===== config.mk =====
export PLATFORM = sky130hd
export DESIGN_NAME = chs_ram
export DESIGN_NICKNAME = d
export VERILOG_FILES = /design/src/rtl/chs_ram.sv
export SDC_FILE = /design/constraint.sdc
export NUM_CORES = 1
export LEC_CHECK = 0
export BUFFER_PORTS_ARGS = -buffer_cell sky130_fd_sc_hd__buf_2
export CORE_AREA = 2 2 215 217
export CTS_BUF_LIST = sky130_fd_sc_hd__clkbuf_8
export CTS_CLUSTER_DIAMETER = 80
export CTS_CLUSTER_SIZE = 30
export DETAILED_ROUTE_END_ITERATION = 8
export DIE_AREA = 0 0 217 219
export GPL_TIMING_DRIVEN = 0
export PLACE_DENSITY = 0.59
export SKIP_LAST_GASP = 1
export SYNTH_ARGS = -nofsm -noshare
export SYNTH_HDL_FRONTEND = slang
export SYNTH_SLANG_ARGS = --single-unit

===== constraint.sdc =====
create_clock -name clk_i -period 4.85 [get_ports clk_i]
set_input_delay 0 -clock clk_i [delete_from_list [all_inputs] [get_ports clk_i]]
set_output_delay 0 -clock clk_i [all_outputs]
set_load 0.005 [all_outputs]

===== src/rtl/chs_ram.sv =====
// Generic single-write, single-read RAM with a registered read port.
// No dependencies.
`default_nettype none

module chs_ram #(
  parameter int unsigned WIDTH = 8,
  parameter int unsigned DEPTH = 64,
  localparam int unsigned AW = (DEPTH > 1) ? $clog2(DEPTH) : 1
) (
  input  wire logic             clk_i,
  input  wire logic             we_i,
  input  wire logic [AW-1:0]    waddr_i,
  input  wire logic [WIDTH-1:0] wdata_i,
  input  wire logic [AW-1:0]    raddr_i,
  output logic      [WIDTH-1:0] rdata_o
);

  logic [WIDTH-1:0] mem [DEPTH];

  always_ff @(posedge clk_i) begin
    if (we_i) begin
      mem[waddr_i] <= wdata_i;
    end
    rdata_o <= mem[raddr_i];
  end

endmodule

`default_nettype wire


==> flow_summary.ini <==
[layout]
layout_common_cells = 512 x edfxtp_1, 126 x mux4_2, 83 x nor2_1
fillers = 3733
layoutNonFillerInstCount = 1607
layout_commonest_cell = edfxtp_1
seq_area_um2 = 15500
layout-drive-gt1-share = 0.232
area_growth_pct = 7.22
fin_nets = 1011
multi_input_area_um2 = 4320
num_antenna_cells = 0

[timing]
clock_skew_ns = 0.0396
rsz0062_at_grt = false
finalCriticalPeriod_ns = 2.38
final-max-slew-violation-count = 0
fin_crit_sh = 0.491
setup_viol = 0
tightest_slew_ns = 1.32
tns_ns = 0
max_freq_ghz = 0.420
relSlewSlack = 0.111
finalHoldViolCount = 0

[clock_network]
cts_sinks = 520
cts.path.max_buffers = 3
root_buffer = clkbuf_8
htree_levels = 1
insertion_delay_ns = 0.65
path_clk_slew_ns = 0.15
cts_buffers = 25
cts_setup_buffers = 0
tritoncts = yes

[setup_path]
reg2reg_from = mem[21][6]
critical_path_class = input pin to register
critPathLaunch = raddr_i[2]
reg2reg_slack_ns = 2.56
path_max_fanout = 10
reg2reg_to = rdata_o[6]
cp.required_ns = 5.32
startpoint_type = input pin
cp.arrival_ns = 2.85
crit_path_end_kind = register
ff2ff_path_depth = 5

[yosys]
netlist_instances = 940
synth_edf_count = 512
ys_ff_latch = 520
async_flop_share = 0
syn_nets = 962
syn_avg_cell_area_um2 = 21.5
ys_warn_count = 0
synthFlopType = edfxtp_1
yosysSeqAreaShare = 0.770
ys_types = 40
synthesis.area_um2 = 20200

[detailed_routing]
vias = 9664
drc = 0
first_pass_iters = 5
wl_per_cell_um = 30.6
ant_nets = 0
wirelength_mm = 49.2
initialDrtViolationCount = 1217
viasPerCell = 6.01

[worst_hold_path]
hold_path_end = mem[49][0]
min_path_type = input pin to register
hold_start = waddr_i[0]
hold_path_depth = 3

[placement]
dp_hpwl_mm = 31.1
place_congestion = 0.865
dp_cells = 1561
numPortBuffers = 21

[die]
pin_count = 30
start_util = 0.447
die_width_um = 217
core_um2 = 45100
rows = 78
die_h_um = 219
die-area_um2 = 47500

[grt]
grt_max_degree = 65
grt_pass1_vias = 9663
gr-total-overflow = 0
grt_pass1_wl_mm = 69.9
antenna_found_initial = 0
grtUsageTotal = 0.210

[power_and_ir_drop]
cellLeakagePower_nw = 6.52
peakVddDrop_mv = 0.158
powerDensity_nw_per_um2 = 350

[run_status]
outcome = finished, final reports clean

[job]
maxCapViolations = 0
-- cell families after synthesis --
| kind of cell | Yosys count | share of synthesized area |
|---|---|---|
| DFF | 520 | 0.770 |
| muxes | 162 | 0.159 |
| and+or+nand+nor | 153 | 0.0339 |
| AOI/OAI and AO/OA | 54 | 0.0207 |
| buffers and inverters | 51 | 0.0157 |
-- flip-flops by register name, summed over array words and instances, names as in the netlist --
signal and count:
mem 512, rdata_o 8
-- synthesized netlist by cell type (3+ instances only) --
| master | count | area, um2 |
|---|---|---|
| a22oi_1 | 3 | 22.5 |
| o2bb2ai_1 | 3 | 26.3 |
| mux2i_1 | 23 | 230 |
| o2111ai_1 | 3 | 26.3 |
| nand2_1 | 19 | 71.3 |
| buf_1 | 4 | 15.0 |
| nor2b_1 | 14 | 87.6 |
| o221ai_1 | 8 | 70.1 |
| clkbuf_1 | 17 | 63.8 |
| nand2b_1 | 7 | 43.8 |
| nand3_1 | 13 | 65.1 |
| nor3_1 | 7 | 35.0 |
| buf_2 | 11 | 55.1 |
| a21oi_1 | 3 | 15.0 |
| a211oi_1 | 4 | 30.0 |
| buf_6 | 4 | 45.0 |
| dfxtp_1 | 8 | 160 |
| a221oi_1 | 6 | 52.6 |
| nor2_1 | 83 | 312 |
| mux4_2 | 126 | 2840 |
| edfxtp_1 | 512 | 15400 |
| o22ai_1 | 8 | 50.1 |
| buf_4 | 13 | 97.6 |
| mux2_2 | 13 | 146 |
| nand3b_1 | 3 | 22.5 |
-- cell type report --
cell class / count / share of cell area
plain buffers: 51 / 0.0146
clock buffers: 25 / 0.0159
clock inverters: 20 / 0.0111
multi-input cells: 369 / 0.200
flip-flops and latches: 520 / 0.718
well taps: 600 / 0.0347
repair buffers: 22 / 0.00532
-- where the power goes --
| group | internal (mW) | switching, mW |
|---|---|---|
| clock | 0.662 | 1.42 |
| sequential | 4.97 | 0.00791 |
| combinational | 0.176 | 0.323 |
| total | 5.81 | 1.75 |
-- per-layer routing --
layer,share of wire,GRT usage
met2,0.48,0.338
met3,0.071,0.0353
met4,0.026,0.0605
met5,0,0
met1,0.42,0.299
-- through the flow --
| step | hold slack [ns] | power, mW | utilization | area [um2] | worst slack, ns |
|---|---|---|---|---|---|
| 6_report | 0.0384 | 7.56 | 0.480 | 21600 | 2.47 |
| 5_1_grt | 0.0155 | 7.78 | 0.480 | 21600 | 2.48 |
| 4_1_cts | 0.00518 | 7.61 | 0.479 | 21600 | 2.56 |
| 3_5_place_dp | 0.378 | 5.58 | 0.466 | 21000 | 1.87 |
| 3_3_place_gp | 0.382 | 5.57 | 0.466 | 21000 | 1.88 |
| 2_1_floorplan | 0.0989 | 5.34 | - | 20200 | 3.16 |
-- worst max-delay path, stage by stage --
cell and delay (ns):
buf_2 0.20, buf_4 0.29, clkbuf_1 0.75, buf_2 0.52
o221ai_1 0.19, o21a_1 0.19, o41ai_1 0.68
-- worst max path at each step --
stage	endpoint	cells after the start
floorplan	rdata_o[4]	5
global placement	rdata_o[5]	7
detailed placement	rdata_o[5]	7
CTS	rdata_o[6]	5
global route	rdata_o[5]	7
finish	rdata_o[3]	7
-- repair_timing --
action / CTS / global route
resized for setup: 0 / 0
setup endpoints to repair: 0 / 0
hold buffers: 1 / 0
hold endpoints to repair: 3 / 0
No activity file was read; power rests on OpenSTA's default activity.
